<file path="config.mk">
export PLATFORM = sky130hd
export DESIGN_NAME = gregorian_date_serial_converter
export DESIGN_NICKNAME = d
export VERILOG_FILES = /design/src/design/gdsc_pkg.sv /design/src/design/gdsc_mul.sv /design/src/design/gdsc_ctrl.sv /design/src/design/gregorian_date_serial_converter.sv
export SDC_FILE = /design/constraint.sdc
export NUM_CORES = 1
export LEC_CHECK = 0
export BUFFER_PORTS_ARGS = -buffer_cell sky130_fd_sc_hd__buf_2
export CORE_MARGIN = 3
export CORE_UTILIZATION = 60
export CTS_BUF_LIST = sky130_fd_sc_hd__clkbuf_8
export DETAILED_ROUTE_END_ITERATION = 10
export HOLD_SLACK_MARGIN = 0.15
export PLACE_DENSITY = 0.8
export SLEW_MARGIN = 20
export SYNTH_ARGS = -nofsm -noshare
export SYNTH_HDL_FRONTEND = slang
export SYNTH_HIERARCHICAL = 1
export SYNTH_SLANG_ARGS = --single-unit
</file>
<file path="constraint.sdc">
create_clock -name clk -period 7.75 [get_ports clk]
set_clock_uncertainty 0.1 [all_clocks]
set_input_delay 2.325 -clock clk [delete_from_list [all_inputs] [get_ports clk]]
set_output_delay 2.325 -clock clk [all_outputs]
set_load 0.02 [all_outputs]
</file>
<file path="src/design/gdsc_pkg.sv">
`default_nettype none

package gdsc_pkg;

    localparam int SERIAL_W = 22;
    localparam int DAY_W    = 5;
    localparam int MONTH_W  = 4;
    localparam int YEAR_W   = 14;
    localparam int N_W      = 14;
    localparam int DOY_W    = 9;
    localparam int D_W      = SERIAL_W + 1;
    localparam int Q_W      = 8;
    localparam int CORR_W   = N_W - 2;
    localparam int MUL_A_W  = 22;
    localparam int MUL_B_W  = 23;
    localparam int PROD_W   = MUL_A_W + MUL_B_W;

    localparam logic KIND_ENCODE = 1'b0;
    localparam logic KIND_DECODE = 1'b1;

    localparam logic [YEAR_W-1:0]  BASE_YEAR = 14'd1601;
    localparam logic [YEAR_W-1:0]  MAX_YEAR  = 14'd9999;
    localparam logic [MONTH_W-1:0] MONTHS    = 4'd12;
    localparam logic [MONTH_W-1:0] FEBRUARY  = 4'd2;

    // floor(x / 100) = (x * RECIP100) >> 19 for x < 43690
    localparam logic [MUL_B_W-1:0] RECIP100       = 23'd5243;
    localparam int                 RECIP100_SHIFT = 19;
    // floor(x / 365) = (x * RECIP365) >> 31 for every 22-bit x
    localparam logic [MUL_B_W-1:0] RECIP365       = 23'd5883517;
    localparam int                 RECIP365_SHIFT = 31;
    localparam logic [MUL_B_W-1:0] DAYS_PER_YEAR  = 23'd365;

    typedef struct packed {
        logic                kind;
        logic [DAY_W-1:0]    in_day;
        logic [MONTH_W-1:0]  in_month;
        logic [YEAR_W-1:0]   in_year;
        logic [SERIAL_W-1:0] in_serial;
    } req_item_t;

    typedef struct packed {
        logic [SERIAL_W-1:0] out_serial;
        logic [DAY_W-1:0]    out_day;
        logic [MONTH_W-1:0]  out_month;
        logic [YEAR_W-1:0]   out_year;
    } rsp_item_t;

    typedef struct packed {
        logic [MUL_A_W-1:0] a;
        logic [MUL_B_W-1:0] b;
    } mul_req_t;

    typedef struct packed {
        logic      valid;
        rsp_item_t item;
    } push_t;

    // days before the first of the month
    function automatic logic [DOY_W-1:0] cum_days(input logic leap,
                                                  input logic [MONTH_W-1:0] month);
        logic [DOY_W-1:0] v;
        case (month)
            4'd1:    v = 9'd0;
            4'd2:    v = 9'd31;
            4'd3:    v = 9'd59;
            4'd4:    v = 9'd90;
            4'd5:    v = 9'd120;
            4'd6:    v = 9'd151;
            4'd7:    v = 9'd181;
            4'd8:    v = 9'd212;
            4'd9:    v = 9'd243;
            4'd10:   v = 9'd273;
            4'd11:   v = 9'd304;
            4'd12:   v = 9'd334;
            default: v = 9'd0;
        endcase
        if (leap && (month > FEBRUARY) && (month <= MONTHS))
        begin
            v = v + 9'd1;
        end
        return v;
    endfunction

endpackage

`default_nettype wire

</file>
<file path="src/design/gdsc_mul.sv">
`default_nettype none

module gdsc_mul (
    input  wire logic                          clk,
    input  wire gdsc_pkg::mul_req_t            req,
    output logic [gdsc_pkg::PROD_W-1:0]        prod
);

    logic [gdsc_pkg::PROD_W-1:0] prod_reg;
    logic [gdsc_pkg::PROD_W-1:0] prod_next;

    assign prod_next = gdsc_pkg::PROD_W'(req.a) * gdsc_pkg::PROD_W'(req.b);

    always_ff @(posedge clk)
    begin
        prod_reg <= prod_next;
    end

    assign prod = prod_reg;

endmodule

`default_nettype wire

</file>
<file path="src/design/gdsc_ctrl.sv">
`default_nettype none

module gdsc_ctrl (
    input  wire logic                          clk,
    input  wire logic                          rst_n,
    input  wire logic                          start,
    input  wire gdsc_pkg::req_item_t           req_item,
    output logic                               busy,
    output gdsc_pkg::mul_req_t                 mul_req,
    input  wire logic [gdsc_pkg::PROD_W-1:0]   prod,
    output gdsc_pkg::push_t                    push,
    input  wire logic                          push_ready
);

    localparam logic [3:0] S_IDLE = 4'd0;
    localparam logic [3:0] S_EST  = 4'd1;
    localparam logic [3:0] S_ESTN = 4'd2;
    localparam logic [3:0] S_Q100 = 4'd3;
    localparam logic [3:0] S_M365 = 4'd4;
    localparam logic [3:0] S_DSUM = 4'd5;
    localparam logic [3:0] S_QY   = 4'd6;
    localparam logic [3:0] S_LEAP = 4'd7;
    localparam logic [3:0] S_MON  = 4'd8;
    localparam logic [3:0] S_PUSH = 4'd9;

    logic [3:0] state_reg, state_next;

    logic                                kind_reg, kind_next;
    logic [gdsc_pkg::SERIAL_W-1:0]       serial_reg, serial_next;
    logic [gdsc_pkg::DAY_W-1:0]          day_reg, day_next;
    logic [gdsc_pkg::MONTH_W-1:0]        month_reg, month_next;
    logic [gdsc_pkg::N_W-1:0]            n_reg, n_next;
    logic [gdsc_pkg::CORR_W-1:0]         corr_reg, corr_next;
    logic [gdsc_pkg::D_W-1:0]            d_reg, d_next;
    logic [gdsc_pkg::DOY_W-1:0]          doy_reg, doy_next;
    logic                                leap_reg, leap_next;
    logic [gdsc_pkg::MONTH_W-1:0]        m_reg, m_next;
    gdsc_pkg::rsp_item_t                 res_reg, res_next;

    logic [gdsc_pkg::Q_W-1:0]            q_prod;
    logic [gdsc_pkg::N_W-1:0]            n_est;
    logic [gdsc_pkg::YEAR_W-1:0]         year_cur;
    logic [gdsc_pkg::CORR_W-1:0]         corr_now;
    logic [gdsc_pkg::D_W-1:0]            d_sum;
    logic [gdsc_pkg::YEAR_W:0]           q_x100;
    logic                                leap_now;
    logic [gdsc_pkg::D_W-1:0]            enc_sum;
    logic [gdsc_pkg::D_W-1:0]            doy_full;
    logic [gdsc_pkg::DOY_W-1:0]          tab_m;
    logic [gdsc_pkg::MONTH_W-1:0]        m_dec;
    logic [gdsc_pkg::DOY_W-1:0]          day_full;
    logic                                enc_ok;

    assign q_prod   = prod[gdsc_pkg::RECIP100_SHIFT +: gdsc_pkg::Q_W];
    assign n_est    = prod[gdsc_pkg::RECIP365_SHIFT +: gdsc_pkg::N_W];
    assign year_cur = n_reg + gdsc_pkg::BASE_YEAR;

    // n/4 - n/100 + n/400, never negative
    assign corr_now = n_reg[gdsc_pkg::N_W-1:2]
                    + gdsc_pkg::CORR_W'(q_prod[gdsc_pkg::Q_W-1:2])
                    - gdsc_pkg::CORR_W'(q_prod);
    assign d_sum    = {1'b0, prod[gdsc_pkg::SERIAL_W-1:0]} + gdsc_pkg::D_W'(corr_reg);

    assign q_x100   = (gdsc_pkg::YEAR_W+1)'(q_prod) * 15'd100;
    assign leap_now = (year_cur[1:0] == 2'd0)
                   && ((q_x100 != {1'b0, year_cur}) || (q_prod[1:0] == 2'd0));

    assign enc_sum  = d_reg + gdsc_pkg::D_W'(gdsc_pkg::cum_days(leap_now, month_reg))
                    + gdsc_pkg::D_W'(day_reg);
    assign doy_full = {1'b0, serial_reg} - d_reg;

    assign tab_m    = gdsc_pkg::cum_days(leap_reg, m_reg);
    assign m_dec    = m_reg - 4'd1;
    assign day_full = doy_reg - gdsc_pkg::cum_days(leap_reg, m_dec);

    assign enc_ok   = (req_item.in_year >= gdsc_pkg::BASE_YEAR)
                   && (req_item.in_year <= gdsc_pkg::MAX_YEAR)
                   && (req_item.in_month >= 4'd1)
                   && (req_item.in_month <= gdsc_pkg::MONTHS);

    always_comb
    begin
        state_next  = state_reg;
        kind_next   = kind_reg;
        serial_next = serial_reg;
        day_next    = day_reg;
        month_next  = month_reg;
        n_next      = n_reg;
        corr_next   = corr_reg;
        d_next      = d_reg;
        doy_next    = doy_reg;
        leap_next   = leap_reg;
        m_next      = m_reg;
        res_next    = res_reg;
        mul_req.a   = '0;
        mul_req.b   = '0;

        unique case (state_reg)
            S_IDLE:
            begin
                if (start)
                begin
                    kind_next   = req_item.kind;
                    serial_next = req_item.in_serial;
                    day_next    = req_item.in_day;
                    month_next  = req_item.in_month;
                    n_next      = req_item.in_year - gdsc_pkg::BASE_YEAR;
                    res_next    = '0;
                    if (req_item.kind == gdsc_pkg::KIND_ENCODE)
                    begin
                        state_next = enc_ok ? S_Q100 : S_PUSH;
                    end
                    else
                    begin
                        res_next.out_serial = req_item.in_serial;
                        state_next = (req_item.in_serial == '0) ? S_PUSH : S_EST;
                    end
                end
            end
            S_EST:
            begin
                mul_req.a  = serial_reg;
                mul_req.b  = gdsc_pkg::RECIP365;
                state_next = S_ESTN;
            end
            S_ESTN:
            begin
                n_next     = n_est;
                state_next = S_Q100;
            end
            S_Q100:
            begin
                mul_req.a  = gdsc_pkg::MUL_A_W'(n_reg);
                mul_req.b  = gdsc_pkg::RECIP100;
                state_next = S_M365;
            end
            S_M365:
            begin
                corr_next  = corr_now;
                mul_req.a  = gdsc_pkg::MUL_A_W'(n_reg);
                mul_req.b  = gdsc_pkg::DAYS_PER_YEAR;
                state_next = S_DSUM;
            end
            S_DSUM:
            begin
                d_next    = d_sum;
                // start n-1 / 100 early in case another step down follows
                mul_req.a = gdsc_pkg::MUL_A_W'(n_reg - 14'd1);
                mul_req.b = gdsc_pkg::RECIP100;
                if ((kind_reg == gdsc_pkg::KIND_DECODE)
                    && (d_sum >= {1'b0, serial_reg}) && (n_reg != '0))
                begin
                    n_next     = n_reg - 14'd1;
                    state_next = S_M365;
                end
                else
                begin
                    state_next = S_QY;
                end
            end
            S_QY:
            begin
                mul_req.a  = gdsc_pkg::MUL_A_W'(year_cur);
                mul_req.b  = gdsc_pkg::RECIP100;
                state_next = S_LEAP;
            end
            S_LEAP:
            begin
                leap_next = leap_now;
                if (kind_reg == gdsc_pkg::KIND_ENCODE)
                begin
                    res_next.out_serial = enc_sum[gdsc_pkg::SERIAL_W-1:0];
                    state_next = S_PUSH;
                end
                else
                begin
                    doy_next   = doy_full[gdsc_pkg::DOY_W-1:0];
                    m_next     = gdsc_pkg::FEBRUARY;
                    state_next = S_MON;
                end
            end
            S_MON:
            begin
                if ((m_reg <= gdsc_pkg::MONTHS) && (doy_reg > tab_m))
                begin
                    m_next = m_reg + 4'd1;
                end
                else
                begin
                    res_next.out_day   = day_full[gdsc_pkg::DAY_W-1:0];
                    res_next.out_month = m_dec;
                    res_next.out_year  = year_cur;
                    state_next = S_PUSH;
                end
            end
            S_PUSH:
            begin
                if (push_ready)
                begin
                    state_next = S_IDLE;
                end
            end
            default:
            begin
                state_next = S_IDLE;
            end
        endcase
    end

    always_ff @(posedge clk or negedge rst_n)
    begin
        if (!rst_n)
        begin
            state_reg <= S_IDLE;
        end
        else
        begin
            state_reg <= state_next;
        end
    end

    always_ff @(posedge clk)
    begin
        kind_reg   <= kind_next;
        serial_reg <= serial_next;
        day_reg    <= day_next;
        month_reg  <= month_next;
        n_reg      <= n_next;
        corr_reg   <= corr_next;
        d_reg      <= d_next;
        doy_reg    <= doy_next;
        leap_reg   <= leap_next;
        m_reg      <= m_next;
        res_reg    <= res_next;
    end

    assign busy       = (state_reg != S_IDLE);
    assign push.valid = (state_reg == S_PUSH);
    assign push.item  = res_reg;

endmodule

`default_nettype wire

</file>
<file path="src/design/gregorian_date_serial_converter.sv">
// Steps: encode Q100, M365, DSUM, QY, LEAP, PUSH (only PUSH for an out-of-range year or month);
// decode adds EST, ESTN first, repeats M365/DSUM per year step-down after the serial/365
// estimate and steps MON up to the decoded month; serial zero goes straight to PUSH.
// Throughput: one item at a time; the next is taken once the result has left the sequencer.
// All steps share one registered 22x23 multiplier.
// Reset: rst_n asynchronous active low; clears sequencer and output valid.
`default_nettype none

module gregorian_date_serial_converter (
    input  wire logic                   clk,
    input  wire logic                   rst_n,
    input  wire logic                   req_valid,
    output logic                        req_stall,
    input  wire gdsc_pkg::req_item_t    req_item,
    output logic                        rsp_valid,
    input  wire logic                   rsp_stall,
    output gdsc_pkg::rsp_item_t         rsp_item
);

    gdsc_pkg::mul_req_t             mul_req;
    logic [gdsc_pkg::PROD_W-1:0]    prod;
    gdsc_pkg::push_t                push;
    logic                           busy;
    logic                           start;
    logic                           rsp_free;

    logic                           rsp_valid_reg, rsp_valid_next;
    gdsc_pkg::rsp_item_t            rsp_item_reg, rsp_item_next;

    assign start    = req_valid && !busy;
    assign rsp_free = !rsp_valid_reg || !rsp_stall;

    gdsc_mul u_mul (
        .clk  (clk),
        .req  (mul_req),
        .prod (prod)
    );

    gdsc_ctrl u_ctrl (
        .clk        (clk),
        .rst_n      (rst_n),
        .start      (start),
        .req_item   (req_item),
        .busy       (busy),
        .mul_req    (mul_req),
        .prod       (prod),
        .push       (push),
        .push_ready (rsp_free)
    );

    always_comb
    begin
        rsp_valid_next = rsp_valid_reg;
        rsp_item_next  = rsp_item_reg;
        if (rsp_free)
        begin
            rsp_valid_next = push.valid;
            if (push.valid)
            begin
                rsp_item_next = push.item;
            end
        end
    end

    always_ff @(posedge clk or negedge rst_n)
    begin
        if (!rst_n)
        begin
            rsp_valid_reg <= 1'b0;
        end
        else
        begin
            rsp_valid_reg <= rsp_valid_next;
        end
    end

    always_ff @(posedge clk)
    begin
        rsp_item_reg <= rsp_item_next;
    end

    assign req_stall = busy;
    assign rsp_valid = rsp_valid_reg;
    assign rsp_item  = rsp_item_reg;

`ifndef NO_ASSERTIONS
    a_busy_after_accept: assert property (@(posedge clk) disable iff (!rst_n)
        (req_valid && !req_stall) |=> req_stall)
        else $error("sequencer not busy after accepting an item");

    a_month_range: assert property (@(posedge clk) disable iff (!rst_n)
        rsp_valid |-> (rsp_item.out_month <= gdsc_pkg::MONTHS))
        else $error("decoded month out of range");

    a_decode_fields: assert property (@(posedge clk) disable iff (!rst_n)
        (rsp_valid && (rsp_item.out_month != '0)) |->
            ((rsp_item.out_day != '0) && (rsp_item.out_year >= gdsc_pkg::BASE_YEAR)))
        else $error("decoded date has zero day or year below base");

    a_encode_fields: assert property (@(posedge clk) disable iff (!rst_n)
        (rsp_valid && (rsp_item.out_month == '0)) |->
            ((rsp_item.out_day == '0) && (rsp_item.out_year == '0)))
        else $error("result without month carries day or year");
`endif

endmodule

`default_nettype wire

</file>
==> impl_metrics.tcl <==
set metrics [dict create \
    setup_violations 12 \
    max_clk_rate_ghz 0.121 \
    clk-insertion-delay-late_ns 0.56 \
    die_width_um 235 \
    ios 97 \
    final_critical_path_setup_slack_ns -0.500 \
    place_hpwl_um 65500 \
    grt_pass1_vias 26179 \
    insertedDiodeCount 0 \
    max-clock-path-buffers 3 \
    timing_worst_slew_pin_value_ns 0.933 \
    core_area_sq_um 51500 \
    critical_path.n_buffers_inverters 6 \
    syn_area_sq_um 31300 \
    finalHoldWorstSlack_ns 0.319 \
    start_util 0.608 \
    placer_congestion_estimate 0.971 \
    path_max_fanout 12 \
    row_count 83 \
    crit_arrival_ns 8.60 \
    cts_tree "built" \
    grt_antenna_before_repair 0 \
    timing_hold_violations_final 0 \
    timing.critical_path.to "u_mul/prod[42]" \
    gr-usage-all-layers 0.304 \
    worstPathRequired_ns 8.10 \
    most-common-layout-cells "inv_1 (518), fa_1 (416), nand2_1 (411)" \
    rsz0062_at_grt "true" \
    postCtsHoldBufs 0 \
    finalWorstPathRequiredPeriod_ns 8.25 \
    critPathTopFamily "adder cells" \
    crit_slowest_cell "fa_1" \
    outcome "complete, but fails checks" \
    worst_r2r_endpoint "u_mul/prod[42]" \
    drc_errors 0 \
    pins_over_their_slew_limit 0 \
    slew-limit-headroom 0.376 \
    floorplan.die_area_sq_um 55000 \
    synthCells 3235 \
    crit_path_max_incr_delay_ns 0.54 \
    min_from "u_ctrl/push[3]" \
    min-delay-path-class "reg2reg" \
    critical_path.startpoint_type "flop" \
    ant_nets 0 \
    r2r_setup_slack_ns -0.50 \
    finalCritPeriodShare 1.06 \
    area_growth_from_synthesis_to_final_layout_pct 17.6 \
    timing.reg2reg.worst_path_depth 30 \
    path_clk_slew_ns 0.07 \
    drt-pass1-iter-count 7 \
    tritoncts_num_sinks 248 \
    grt_pass1_wl_um 132000 \
    synth-warning-count 6 \
    avgViaCountPerCell 5.70 \
    drv.max_cap_violation_count 0 \
    syn_area_per_cell_sq_um 9.69 \
    routed_wire_length_per_instance_um 19.5 \
    critPathKind "reg2reg" \
    violations_in_the_final_reports "negative setup slack" \
    starting_drc_count_in_detailed_routing 1712 \
    clock_tree.htree_level_count 2 \
    worst_setup_path_startpoint "u_ctrl/n_reg[1]" \
    setup_crit_end_kind "flop" \
    cts-buffers-inserted 41 \
    global_route.overflow_total 0 \
    drive_above_1_share 0.201 \
    critical_path.most_common_cell "fa_1" \
    chipHeight_um 235 \
    final_net_count 4386 \
    placement.io_buffers 96 \
    finalWirelength_um 84000 \
    most_common_library_cell_in_the_layout_ignoring_fill_and_taps "inv_1" \
    critical_path_depth 30 \
    cts_root_buf "clkbuf_8" \
    grt_max_degree 68 \
    regToRegStartpoint "u_ctrl/n_reg[1]" \
    vias 24517 \
]
==> metal layers <==
layer / vias up / GRT usage / wire, um
met2: 988 / 0.536 / 42300
met4: 0 / 0.107 / 3200
met3: 219 / 0.0387 / 5680
li1: 11063 / - / -
met5: - / 0 / 0
met1: 12247 / 0.388 / 32900
==> layout make-up <==
cell class              count  area, sq um
clock buffers              47          647
clock inverters            29          216
fillers                  3624        14700
inverters                 530         1990
multi-input cells        2305        22600
flip-flops and latches    248         6840
well taps                 680          851
repair buffers            465         3660
==> repair_timing <==
item	4_1_cts	5_1_grt
pin swaps	17	56
buffers inserted	10	36
gates resized for setup	52	121
setup endpoints to repair	16	28
gates cloned	1	3
==> through the flow <==
step	utilization	setup TNS (ns)	setup WS (ns)	area (sq um)	instances
floorplan	-	-0.0771	-0.0771	31500	3240
global placement	0.676	-3.42	-0.380	34800	4181
detailed placement	0.676	-5.80	-0.581	34800	4181
CTS	0.699	-2.84	-0.463	36000	4268
global route	0.715	-6.24	-0.682	36800	4304
finish	0.715	-2.64	-0.500	36800	4304
==> worst min-delay path by stage <==
stage                   end  slack [ns]  cells past startpoint
2_1_floorplan   rsp_item[0]        0.30                      0
3_3_place_gp   rsp_item[30]        0.30                      0
3_5_place_dp    rsp_item[3]        0.30                      0
4_1_cts         rsp_item[3]        0.32                      0
5_1_grt        rsp_item[11]        0.33                      0
6_report        rsp_item[3]        0.32                      0
Power is not shown: default switching activity piles up to over one toggle a cycle in this logic, so the estimate is an artifact.
